**src/rtl/triangle_coverage_rasterizer_defines.svh**
```systemverilog
// Assertion helpers for the triangle coverage rasterizer.
// Each check is sampled on the rising clock edge and is held off while reset is asserted.
`ifndef TRIANGLE_COVERAGE_RASTERIZER_DEFINES_SVH
`define TRIANGLE_COVERAGE_RASTERIZER_DEFINES_SVH

`ifndef SYNTHESIS

// The antecedent implies the consequent in the same cycle.
`define TCR_ASSERT_IMP(name, clk, rstn, ante, cons) \
    name: assert property (@(posedge clk) disable iff (!(rstn)) (ante) |-> (cons)) \
        else $error("tcr check failed");

// The antecedent implies the consequent in the next cycle.
`define TCR_ASSERT_NXT(name, clk, rstn, ante, cons) \
    name: assert property (@(posedge clk) disable iff (!(rstn)) (ante) |=> (cons)) \
        else $error("tcr check failed");

`else

`define TCR_ASSERT_IMP(name, clk, rstn, ante, cons)
`define TCR_ASSERT_NXT(name, clk, rstn, ante, cons)

`endif

`endif

```
**src/rtl/tcr_pkg.sv**
```systemverilog
package tcr_pkg;

    // Fixed field widths
    localparam int VERT_W   = 16;
    localparam int DIFF_W   = VERT_W + 2;   // doubled vertex difference
    localparam int KIND_W   = 2;
    localparam int CFG_W    = 9;
    localparam int S_DATA_W = 112;
    localparam int M_DATA_W = 8;

    localparam logic [CFG_W-1:0] SIDE_RESET = 9'd256;

    // Operation kinds
    localparam logic [KIND_W-1:0] KIND_CLEAR = 2'd0;
    localparam logic [KIND_W-1:0] KIND_FILL  = 2'd1;
    localparam logic [KIND_W-1:0] KIND_READ  = 2'd2;

    // Tags of the multiply-accumulate results
    localparam logic [1:0] TAG_AREA = 2'd0;
    localparam logic [1:0] TAG_W0   = 2'd1;
    localparam logic [1:0] TAG_W1   = 2'd2;
    localparam logic [1:0] TAG_W2   = 2'd3;

    typedef enum logic [3:0] {
        S_IDLE,
        S_CLEAR,
        S_BOX,
        S_CLIP,
        S_SETUP,
        S_ROWRD,
        S_SCAN,
        S_ROWWR,
        S_READ,
        S_OUT
    } state_t;

    // Issue side of the shared multiplier
    typedef struct packed {
        logic       valid;
        logic       first;  // load product, else subtract it
        logic [1:0] tag;
    } mac_ctl_t;

    // Result side: accumulator holds a finished two-term difference
    typedef struct packed {
        logic       valid;
        logic [1:0] tag;
    } mac_res_t;

    function automatic logic signed [VERT_W-1:0] min3(
        input logic signed [VERT_W-1:0] a,
        input logic signed [VERT_W-1:0] b,
        input logic signed [VERT_W-1:0] c
    );
        logic signed [VERT_W-1:0] m;
        m = (a < b) ? a : b;
        return (m < c) ? m : c;
    endfunction

    function automatic logic signed [VERT_W-1:0] max3(
        input logic signed [VERT_W-1:0] a,
        input logic signed [VERT_W-1:0] b,
        input logic signed [VERT_W-1:0] c
    );
        logic signed [VERT_W-1:0] m;
        m = (a > b) ? a : b;
        return (m > c) ? m : c;
    endfunction

endpackage

```
**src/rtl/tcr_mac.sv**
```systemverilog
module tcr_mac #(
    parameter int DW = 18,
    parameter int QW = 23,
    parameter int EW = 42
) (
    input  logic                 aclk,
    input  logic                 aresetn,
    input  tcr_pkg::mac_ctl_t    ctl,
    input  logic signed [DW-1:0] op_a,
    input  logic signed [QW-1:0] op_b,
    output tcr_pkg::mac_res_t    res,
    output logic signed [EW-1:0] acc
);
    import tcr_pkg::*;

    localparam int MW = DW + QW;

    logic signed [MW-1:0] prod;
    logic signed [MW-1:0] prod_reg;
    logic signed [EW-1:0] acc_reg, acc_next;
    mac_ctl_t             pctl_reg;
    mac_res_t             res_reg, res_next;

    // Multiply stage
    assign prod = op_a * op_b;

    // Accumulate stage: first term loads, second term subtracts
    always_comb begin
        acc_next = acc_reg;
        if (pctl_reg.valid) begin
            if (pctl_reg.first) begin
                acc_next = EW'(prod_reg);
            end else begin
                acc_next = acc_reg - EW'(prod_reg);
            end
        end
        res_next.valid = pctl_reg.valid && !pctl_reg.first;
        res_next.tag   = pctl_reg.tag;
    end

    always_ff @(posedge aclk) begin
        if (!aresetn) begin
            pctl_reg <= '0;
            res_reg  <= '0;
        end else begin
            pctl_reg <= ctl;
            res_reg  <= res_next;
        end
    end

    always_ff @(posedge aclk) begin
        prod_reg <= prod;
        acc_reg  <= acc_next;
    end

    assign res = res_reg;
    assign acc = acc_reg;

endmodule

```
**config.mk**
```make
export PLATFORM = sky130hd
export DESIGN_NAME = tcr_mac
export DESIGN_NICKNAME = d
export VERILOG_FILES = /design/src/rtl/triangle_coverage_rasterizer_defines.svh /design/src/rtl/tcr_pkg.sv /design/src/rtl/tcr_mac.sv
export SDC_FILE = /design/constraint.sdc
export NUM_CORES = 1
export LEC_CHECK = 0
export CORE_MARGIN = 5
export CORE_UTILIZATION = 65
export DETAILED_ROUTE_END_ITERATION = 6
export DONT_BUFFER_PORTS = 1
export PLACE_DENSITY = 0.8
export SETUP_SLACK_MARGIN = 0.4
export SYNTH_ARGS = -nofsm -noshare
export SYNTH_HDL_FRONTEND = slang
export SYNTH_SLANG_ARGS = --single-unit
```
**constraint.sdc**
```tcl
create_clock -name aclk -period 22.5 [get_ports aclk]
set_input_delay 5.625 -clock aclk [delete_from_list [all_inputs] [get_ports aclk]]
set_output_delay 5.625 -clock aclk [all_outputs]
set_load 0.01 [all_outputs]
```
Yosys cells after proc, flatten, opt, wreduce, memory -nomap -nowiden
Cells that the tools add are included.

Reductions and logical operators: 2. Shifts and indexed selects: 0. Multipliers: 1. Bitwise gates (word level): 0. Eq/ne operators: 0. Divide/modulo/power cells: 0. $lt $le $gt $ge: 0. Add/subtract/negate cells: 1. Mux-type cells: 1.

Operators by type and width (number): two-way mux 42 bit (1); subtractor 42 x 41 -> 42 bit (1); multiplier 18 x 23 -> 41 bit (1); logical AND 1 bit (1); zero test 1 bit (1).

Memories kept: 0. Bits in read-only memories: 0. Word-level logic and storage cells: 12. Bits in writable memories: 0. Register bits after elaboration: 90. Latch bits: 0. Bits of input ports: 47. Output and inout bits: 45.

Logic depth before layout (Yosys ltp)
Gate-level depths: netlist of the first run.

Depth in word-level cells: 2. Mapped depth: 25. Gate-level depth less buffers: 24.

Least setup slack after synthesis of the first run
OpenSTA, ideal clock, no wires.

Path kind: input to register. Start point: input op_b[8]. End point: register prod_reg[40]. Path slack: 11013 ps. Arrival: 11415 ps. Setup time: 72 ps. Data required time: 22428 ps. Path buffers: 2. Cell stages on the path: 22. Cells stage by stage: clkbuf_1 > clkbuf_1 > nand2_1 > fa_1 > fa_1 > fa_1 > fa_1 > inv_1 > fa_1 > inv_1 > fa_1 > inv_1 > ha_1 > and3_1 > and3_1 > a211o_1 > a31o_2 > a31oi_2 > o221ai_2 > a211o_1 > a21oi_1 > xnor2_1.

Longest elaborated chain between the ends: 1.

RTL lines: from (decl) (line tcr_mac.sv:10) `input logic signed [QW-1:0] op_b,`; multiplier 18 x 23 -> 41 bit (line tcr_mac.sv:25) `assign prod = op_a * op_b;`; via prod[40] (line tcr_mac.sv:18) `logic signed [MW-1:0] prod;`; to (signal assigned) (line tcr_mac.sv:52) `prod_reg <= prod;`; to (decl) (line tcr_mac.sv:19) `logic signed [MW-1:0] prod_reg;`.

The timed path passes the listed nets, and every way through them passes these cells. A chain may end at the register's enable or synchronous reset.

Worst setup path after layout of the first run
Start point: input op_a[17]. End point: register prod_reg[40].

Longest elaborated chain between the ends: 1.

RTL lines: from (decl) (line tcr_mac.sv:9) `input logic signed [DW-1:0] op_a,`; multiplier 18 x 23 -> 41 bit (line tcr_mac.sv:25); via prod[40] (line tcr_mac.sv:18).

The timed path passes the listed nets, and every way through them passes these cells.

==> parameters.txt, run 1 <==
Parameter                              Value

Run status
  Status    finished clean

Worst setup path
  CP Class    in -> reg
  Startpoint Class    input port
  Slowest cell delay on critical path    0.53 ns
  Capturing element type of the critical path    flip-flop
  Maximum fanout encountered on the critical timing path    18
  Top cell by count, worst path    sky130_fd_sc_hd__fa_1
  R2r setup slk    19.14 ns
  Endpoint arrival time on the critical path    between 10 and 15 ns
  Cell at the slowest stage of the critical path    sky130_fd_sc_hd__clkinv_1
  WP data required    22.76 ns
  Cell type group with the largest total delay on the critical path    adder cells
  Terminus of the critical flop-to-flop path    acc[37]
  Worst-case reg-to-reg path depth    10
  Worst-path cell chain    clkinv_1 > nor2_1 > fa_1 > fa_1 > fa_1 > fa_1 > fa_1 > inv_1 > fa_1 > inv_1 > ha_1 > a21o_1 > a21o_1 > a21oi_1 > o21ai_0 > a31oi_2 > o221ai_2 > a211o_1 > a21oi_1 > xnor2_1
  Number of buffer and inverter instances along the worst setup path    3
  Origin of the critical flop-to-flop path    acc[13]

Timing
  Max Transition Viols Final    0
  Hold Vio Cnt, Final    0
  Minimum clock period    11.36 ns
  Maximum frequency from static timing analysis    88.0 MHz
  Share of the clock period used by the worst path after layout    50.5%
  Normalized max-slew margin    28.1%
  Setup repair after global routing missed its margin    false
  Final setup fails    0
  Setup TNS after final layout    0 ns
  Transition time at the pin with the least slew margin    ~1.1 ns
  Setup clock skew after layout    0.0102 ns

Place
  HPWL after DPL    38000 um
  Port Buf Inserts    0
  Cells after DPL    2533
  Placer congestion estimate    0.913

Route
  DR DRC count    0
  Total via count after detailed routing    ~15000
  Number of detailed-routing iterations run before antenna repair    5
  Wire length after detailed routing    46800 um
  DR iter-0 viols    1058
  Vias per inst    5.72
  Count of antenna-violating nets left after detailed routing    0
  Per-cell routed wire length    18.3 um

Job
  Max capacitance violation total    0

CTS
  Number of gates resized after cts    0
  CTS hold repair buffers    0
  Clock latency on the worst-skew pair    0.34 ns
  CTS clk-pin slew, worst paths    0.07 ns
  Clock tree from TritonCTS    done
  Cts bufs inserted    9
  CTS max path bufs    2
  Number of setup buffers added after CTS    0
  Level count of the clock H-tree    3
  Clk Tree Root Cell    sky130_fd_sc_hd__clkbuf_16
  TritonCTS sink count    90

Yosys
  Avg Cell Area, Syn    around 9.0 um2
  Cell accounting for the most synthesized area    sky130_fd_sc_hd__fa_1
  Top cells by count, synth    522 x sky130_fd_sc_hd__inv_1, 410 x sky130_fd_sc_hd__fa_1, 317 x sky130_fd_sc_hd__nand2_1
  Sequential cell area fraction in the yosys report    approximately 11%
  FF+latch count, synth    90
  Mapped Cells    between 2000 and 2500
  Synth warn    0
  Fraction of post-synthesis cell area in the top cell type by area    41.2%
  Post-synth EDFFs    42
  Top_reg_cell synth    sky130_fd_sc_hd__dfxtp_1
  Post-synth ARST share    0%
  Most common cell in the netlist    sky130_fd_sc_hd__inv_1
  Distinct cell type count after synthesis    65
  Main area contributors after synthesis    sky130_fd_sc_hd__fa_1 41%, sky130_fd_sc_hd__inv_1 9.8%, sky130_fd_sc_hd__ha_1 9.0%
  Synthesized netlist net count    about 2800
  Cell area after technology mapping    19900 um2

Layout
  Number of flip-flops in the largest register    42
  Area added between synthesis and finish    2.31%
  Fraction of layout cells with a size suffix above 1    1.63%
  Net total in the final layout    2749
  Number of non-filler instances in the completed layout    2549
  Number of diodes    0

Global routing
  Antenna violations before repair    1
  Overflow after GRT    0
  Number of global-route vias before repair    15605
  Largest net degree at the start of global routing    87
  GRT Overall Usage    28.3%
  Wire length of the first global-routing pass    77700 um

Die
  Number of rows created at floorplan    64
  Area of the core region    30400 um2
  Die height    between 150 and 200 um
  Die Area    34300 um2
  Top-Level Pins    92
  Initial Util    65.5%
  Overall die width    185 um

Worst hold path
  End of the worst hold path    res[1]
  Classification of the worst-slack hold path    reg -> reg
  Min-Delay Path Depth    1
  Startpoint of the tightest hold check path    pctl_reg[1]
==> stage by stage <==
step	area, um2	setup WS [ns]	hold slack (ns)	util, %
final	20400	11.14	0.431	67.1
after global routing	20400	10.92	0.459	67.1
after CTS	20400	11.23	0.432	67.1
after detailed placement	20100	10.88	0.421	66.1
after global placement	20100	11.10	0.414	66.1
after floorplan	19900	11.01	0.412	-
==> per-layer routing <==
layer | up-vias | GRT usage [%] | routed length (um)
li1 | 6587 | - | -
met1 | 7235 | 38.5 | 19000
met2 | 677 | 46.3 | 21700
met3 | 85 | 8.29 | 5240
met4 | 2 | 5.20 | 783
met5 | - | 0 | 7
==> how the worst max path moves through the flow <==
stage          startpoint            to  slack, ns  cells after the start
2_1_floorplan     op_b[8]  prod_reg[40]      11.01                     22
3_3_place_gp     op_a[17]  prod_reg[40]      11.10                     20
3_5_place_dp     op_a[17]  prod_reg[40]      10.88                     20
4_1_cts          op_a[17]  prod_reg[40]      11.23                     20
5_1_grt          op_a[17]  prod_reg[36]      10.92                     19
6_report         op_a[17]  prod_reg[40]      11.14                     20
==> kinds of logic after synthesis <==
kind of cell	Yosys count	synth area share (%)
XOR/XNOR	70	3.07
buffers and inverters	613	11.5
multiplexers	2	0.100
AND/OR/NAND/NOR	618	14.7
flip-flops	90	11.1
AO/OA/AOI/OAI	279	9.22
adder cells (fa/ha/maj)	554	50.2
==> cell usage in the layout (no fill, tap or decap), types with 46 or more instances in the layout <==
cell type	synthesis	layout
sky130_fd_sc_hd__fa_1	410	410
sky130_fd_sc_hd__a21oi_1	68	68
sky130_fd_sc_hd__o21ai_0	65	65
sky130_fd_sc_hd__nand2_1	317	317
sky130_fd_sc_hd__nor2_1	59	59
sky130_fd_sc_hd__a21o_1	46	46
sky130_fd_sc_hd__dfxtp_1	48	46
sky130_fd_sc_hd__ha_1	144	144
sky130_fd_sc_hd__and2_1	154	154
sky130_fd_sc_hd__inv_1	522	522
sky130_fd_sc_hd__xnor2_1	47	47
==> cell type report <==
type / instances / area (um2)
fill: 2454 / 10000
clock buffer: 9 / 225
multi-input combinational: 1523 / 15400
tap: 396 / 495
inverter: 523 / 1960
timing repair buffer: 1 / 7.51
clock inverter: 7 / 68.8
sequential: 90 / 2220
Power of run 1 is left out: the tool's default activity adds up to more than one toggle a clock period on the data nets, which glitch-free logic cannot reach.
==> run 2: changes to the inputs <==
clock period = 11.4 ns   (was 22.5 ns; I/O delays follow)
==> run 2 against run 1 <==
- cell count unchanged
- die area unchanged
- critical path depth unchanged
- count of clock-buffer cells in the layout up 1
- global-route usage up 0.35 points
- largest cell class unchanged
- wire length about the same
==> parameters.txt, run 2 (synthesis results as in run 1) <==
Parameter                              Value

Route
  Wire length after detailed routing    between 40000 and 50000 um
  Per-cell routed wire length    18.3 um
  Count of antenna-violating nets left after detailed routing    0
  Number of detailed-routing iterations run before antenna repair    6
  DR DRC count    0
  Vias per inst    5.73
  DR iter-0 viols    approximately 1100
  Total via count after detailed routing    about 15000

Timing
  Maximum frequency from static timing analysis    between 100 and 150 MHz
  Share of the clock period used by the worst path after layout    74.4%
  Transition time at the pin with the least slew margin    1.07 ns
  Max Transition Viols Final    0
  Setup repair after global routing missed its margin    false
  Setup TNS after final layout    0 ns
  Setup clock skew after layout    0.00804 ns
  Normalized max-slew margin    28.8%
  Hold Vio Cnt, Final    0
  Minimum clock period    8.48 ns
  Worst Hold Margin    0.432 ns
  Final setup fails    0

Worst hold path
  Min-Delay Path Depth    1
  Classification of the worst-slack hold path    reg -> reg

Worst setup path
  Capturing element type of the critical path    flip-flop
  CP Class    in -> reg
  Start point of the critical path    op_a[17]
  WP data required    ~12 ns
  Top cell by count, worst path    sky130_fd_sc_hd__fa_1
  R2r setup slk    8.02 ns
  Slowest cell delay on critical path    just over 0.5 ns
  Worst-path cell chain    clkinv_1 > nor2_1 > fa_1 > fa_1 > fa_1 > fa_1 > fa_1 > inv_1 > fa_1 > inv_1 > ha_1 > a21o_1 > a21o_1 > a21oi_1 > o21ai_0 > a31oi_2 > o221ai_2 > a211o_1 > a21oi_1 > xnor2_1
  Worst Setup EP    prod_reg[40]
  Maximum fanout encountered on the critical timing path    18
  Cell at the slowest stage of the critical path    sky130_fd_sc_hd__clkinv_1
  Origin of the critical flop-to-flop path    acc[14]
  Worst-case reg-to-reg path depth    10
  Terminus of the critical flop-to-flop path    acc[39]
  Startpoint Class    input port
  Endpoint arrival time on the critical path    8.74 ns

CTS
  Number of setup buffers added after CTS    0
  Clock latency on the worst-skew pair    0.34 ns
  CTS max path bufs    2
  Clk Tree Root Cell    sky130_fd_sc_hd__clkbuf_16
  Level count of the clock H-tree    3
  TritonCTS sink count    90
  Clock tree from TritonCTS    done
  Cts bufs inserted    9
  CTS clk-pin slew, worst paths    approximately 0.060 ns
  Number of gates resized after cts    0
  CTS hold repair buffers    0

Global routing
  GRT Overall Usage    28.7%
  Number of global-route vias before repair    15623
  Overflow after GRT    0
  Wire length of the first global-routing pass    79000 um
  Largest net degree at the start of global routing    87
  Antenna violations before repair    1

Layout
  Commonest cells after routing, fill and taps aside    522 x sky130_fd_sc_hd__inv_1, 410 x sky130_fd_sc_hd__fa_1, 317 x sky130_fd_sc_hd__nand2_1
  Number of flip-flops in the largest register    42
  Net total in the final layout    2749
  Number of diodes    0
  Most common cell after layout, fill and taps aside    sky130_fd_sc_hd__inv_1
  Final core utilization    approximately two thirds
  Number of fillers in the final layout    2463
  Number of non-filler instances in the completed layout    2549
  Fraction of layout cells with a size suffix above 1    1.58%
  Area added between synthesis and finish    2.33%

Die
  Number of rows created at floorplan    64
  Die height    between 150 and 200 um
  Area of the core region    a little over 30000 um2
  Die Area    roughly 34000 um2
  Top-Level Pins    92
  Overall die width    185 um
  Initial Util    65.5%

Place
  Cells after DPL    2533
  Port Buf Inserts    0
  Placer congestion estimate    between 0.9 and 1
  HPWL after DPL    37800 um

Run status
  Status    finished clean

Job
  Max capacitance violation total    0
run 2: changes by cell type in the layout (fill, tap and decap cells not counted):
cell / before / now
sky130_fd_sc_hd__bufinv_16: 0 / 1
sky130_fd_sc_hd__clkinvlp_4: 2 / 0
sky130_fd_sc_hd__inv_6: 1 / 4
sky130_fd_sc_hd__clkbuf_1: 0 / 1
sky130_fd_sc_hd__inv_8: 4 / 0
sky130_fd_sc_hd__clkinv_2: 0 / 1
run 2: routing by layer:
layer | vias to the layer above | global-route usage [%] | part of all wire [%]
li1 | 6591 | - | -
met1 | 7219 | 39.5 | 41
met2 | 718 | 46.8 | 46
met3 | 72 | 7.80 | 11
met4 | 2 | 5.02 | 1.6
met5 | - | 0 | 0.028
run 2: worst max-delay path, delay by kind of cell:
kind	cells	cell delay, ns
xor+xnor	1	0.14
buf+inv	3	0.60
simple gates	1	0.30
fa+ha+maj	7	3.20
compound gates	8	1.63
run 2: metrics by stage:
| stage | setup slack [ns] | area (um2) |
|---|---|---|
| global route | 2.62 | 20400 |
| finish | 2.92 | 20400 |
| CTS | 2.92 | 20400 |
| floorplan | 2.69 | 19900 |
| detailed placement | 2.57 | 20100 |
| global placement | 2.77 | 20100 |
run 2: final cells by class:
class                   instances  area, um2  share of cell area, %
clock buffers                  10        229                   1.12
clock inverters                 6       70.1                  0.343
repair buffers                  1       7.51                 0.0368
flip-flops and latches         90       2220                   10.9
well taps                     396        495                   2.43
inverters                     523       1960                   9.62
multi-input cells            1523      15400                   75.6
run 2: how the worst min path moves through the flow:
stage / startpoint / endpoint / slack (ns)
2_1_floorplan: pctl_reg[0] / res[0] / 0.41
3_3_place_gp: pctl_reg[1] / res[1] / 0.41
3_5_place_dp: pctl_reg[1] / res[1] / 0.42
4_1_cts: pctl_reg[1] / res[1] / 0.43
5_1_grt: pctl_reg[0] / res[0] / 0.46
6_report: pctl_reg[1] / res[1] / 0.43
Power of run 2 is left out for the same reason.
==> run 3: changes to the inputs <==
CORE_UTILIZATION = 61   (was 65)
PLACE_DENSITY = 0.79   (was 0.8)
clock period = 6.9 ns   (was 11.4 ns; I/O delays follow)
==> run 3 against run 2 <==
- wire length grew 6.8%
- non-clock buffer count grew 99
- critical path depth is 2 higher
- highest routed layer is now met4
==> parameters.txt, run 3 (synthesis results as in run 1) <==
Parameter                              Value

Route
  Met2 wire len    23800 um
  Per-cell routed wire length    between 15 and 20 um
  M1 wire length    19400 um
  DR iter-0 viols    1025
  Wire length after detailed routing    49900 um
  Routed wire length on met3    5020 um
  Count of antenna-violating nets left after detailed routing    0
  Vias per inst    5.66
  Uppermost signal routing layer after detailed routing    met4
  Total via count after detailed routing    15241
  Number of detailed-routing iterations run before antenna repair    5
  DR DRC count    0

Die
  Top-Level Pins    92
  Number of rows created at floorplan    66
  Overall die width    191 um
  Die height    191 um
  Die Area    36400 um2
  Initial Util    61.6%
  Area of the core region    32400 um2

Global routing
  Wire length of the first global-routing pass    about 83000 um
  GRT Overall Usage    28.4%
  Largest net degree at the start of global routing    between 80 and 90
  Antenna violations before repair    0
  Number of global-route vias before repair    16956
  Overflow after GRT    0

Place
  Port Buf Inserts    0
  HPWL after DPL    39200 um
  Worst setup slack after placement    -0.353 ns
  Placer congestion estimate    0.933

Layout
  Fraction of layout cells with a size suffix above 1    under 10%
  Commonest cells after routing, fill and taps aside    513 x sky130_fd_sc_hd__inv_1, 405 x sky130_fd_sc_hd__fa_1, 312 x sky130_fd_sc_hd__nand2_1
  Area added between synthesis and finish    8.70%
  Number of diodes    0
  Net total in the final layout    2848
  Most common cell after layout, fill and taps aside    sky130_fd_sc_hd__inv_1
  Number of flip-flops in the largest register    42
  Number of fillers in the final layout    approximately 2500

Timing
  Setup clock skew after layout    between 0.01 and 0.015 ns
  Transition time at the pin with the least slew margin    1.12 ns
  Worst Hold Margin    ~0.44 ns
  Worst-case setup margin in the final layout    0.0859 ns
  Share of the clock period used by the worst path after layout    98.8%
  Maximum frequency from static timing analysis    between 100 and 150 MHz
  Max Transition Viols Final    0
  Final setup fails    0
  Setup repair after global routing missed its margin    true
  Minimum clock period    6.81 ns
  Hold Vio Cnt, Final    0
  Normalized max-slew margin    roughly a quarter

Worst setup path
  Maximum fanout encountered on the critical timing path    18
  Endpoint arrival time on the critical path    around 7 ns
  Capturing element type of the critical path    flip-flop
  Startpoint Class    input port
  WP data required    7.12 ns
  R2r setup slk    roughly 3.5 ns
  CP Class    in -> reg

Worst hold path
  Classification of the worst-slack hold path    reg -> reg

CTS
  CTS hold repair buffers    0
  Clk Tree Root Cell    sky130_fd_sc_hd__clkbuf_16
  Cts bufs inserted    9
  TritonCTS sink count    90
  CTS clk-pin slew, worst paths    0.07 ns
  Level count of the clock H-tree    3
  Clock tree from TritonCTS    done
  CTS max path bufs    2
  Clock latency on the worst-skew pair    between 0.3 and 0.4 ns

Job
  Max capacitance violation total    0

Run status
  Status    finished clean
-- run 3: what timing repair did --
item                                   4_1_cts  5_1_grt
pin swaps                                   17       37
setup endpoints to repair                   15       17
endpoints found under the hold margin        0        0
buffers inserted                             4       10
gates resized for setup                     16       59
-- run 3: metal layers --
layer / vias up / GRT usage, %
li1: 6797 / -
met1: 7533 / 36.7
met2: 757 / 48.1
met3: 154 / 6.55
met4: 0 / 8.65
met5: - / 0
-- run 3: through the flow --
step | instance area (um2) | utilization, % | setup TNS, ns | cells
4_1_cts | 21300 | 65.9 | 0 | 2684
3_3_place_gp | 20900 | 64.7 | -1.69 | 2664
3_5_place_dp | 20900 | 64.7 | -2.19 | 2664
5_1_grt | 21700 | 67.0 | -0.260 | 2694
6_report | 21700 | 67.0 | 0 | 2694
2_1_floorplan | 20300 | - | -1.18 | 2226
-- run 3: final timing paths --
| check | startpoint | to | cells past startpoint |
|---|---|---|---|
| max reg2reg | acc[9] | acc[39] | 10 |
| min reg2reg | pctl_reg[0] | res[0] | 1 |
| min | pctl_reg[0] | res[0] | 1 |
| max | op_b[7] | prod_reg[40] | 22 |
-- run 3: area by class of cell --
type                            count  area [um2]  area share [%]
Sequential cell                    90        2220            10.3
Clock buffer                       10         229            1.06
Inverter                          523        1960            9.06
Timing Repair Buffer              100         781            3.60
Tap cell                          442         553            2.55
Multi-Input combinational cell   1523       15900            73.2
Clock inverter                      6        65.1           0.300
-- run 3: worst max-delay path: stages --
cell                       delay [ns]
sky130_fd_sc_hd__and2_4          0.14
sky130_fd_sc_hd__fa_1            0.54
sky130_fd_sc_hd__inv_2           0.04
sky130_fd_sc_hd__fa_1            0.52
sky130_fd_sc_hd__fa_1            0.44
sky130_fd_sc_hd__fa_1            0.51
sky130_fd_sc_hd__inv_2           0.04
sky130_fd_sc_hd__fa_1            0.48
sky130_fd_sc_hd__inv_2           0.04
sky130_fd_sc_hd__fa_1            0.50
sky130_fd_sc_hd__inv_2           0.05
sky130_fd_sc_hd__ha_4            0.23
sky130_fd_sc_hd__buf_6           0.13
sky130_fd_sc_hd__nand2_2         0.11
sky130_fd_sc_hd__o211ai_1        0.11
sky130_fd_sc_hd__a211o_1         0.30
sky130_fd_sc_hd__a31o_4          0.25
sky130_fd_sc_hd__a31oi_4         0.18
sky130_fd_sc_hd__o221ai_4        0.17
sky130_fd_sc_hd__a211o_1         0.29
sky130_fd_sc_hd__a21oi_2         0.13
sky130_fd_sc_hd__xnor2_1         0.09
Power of run 3 is left out for the same reason.
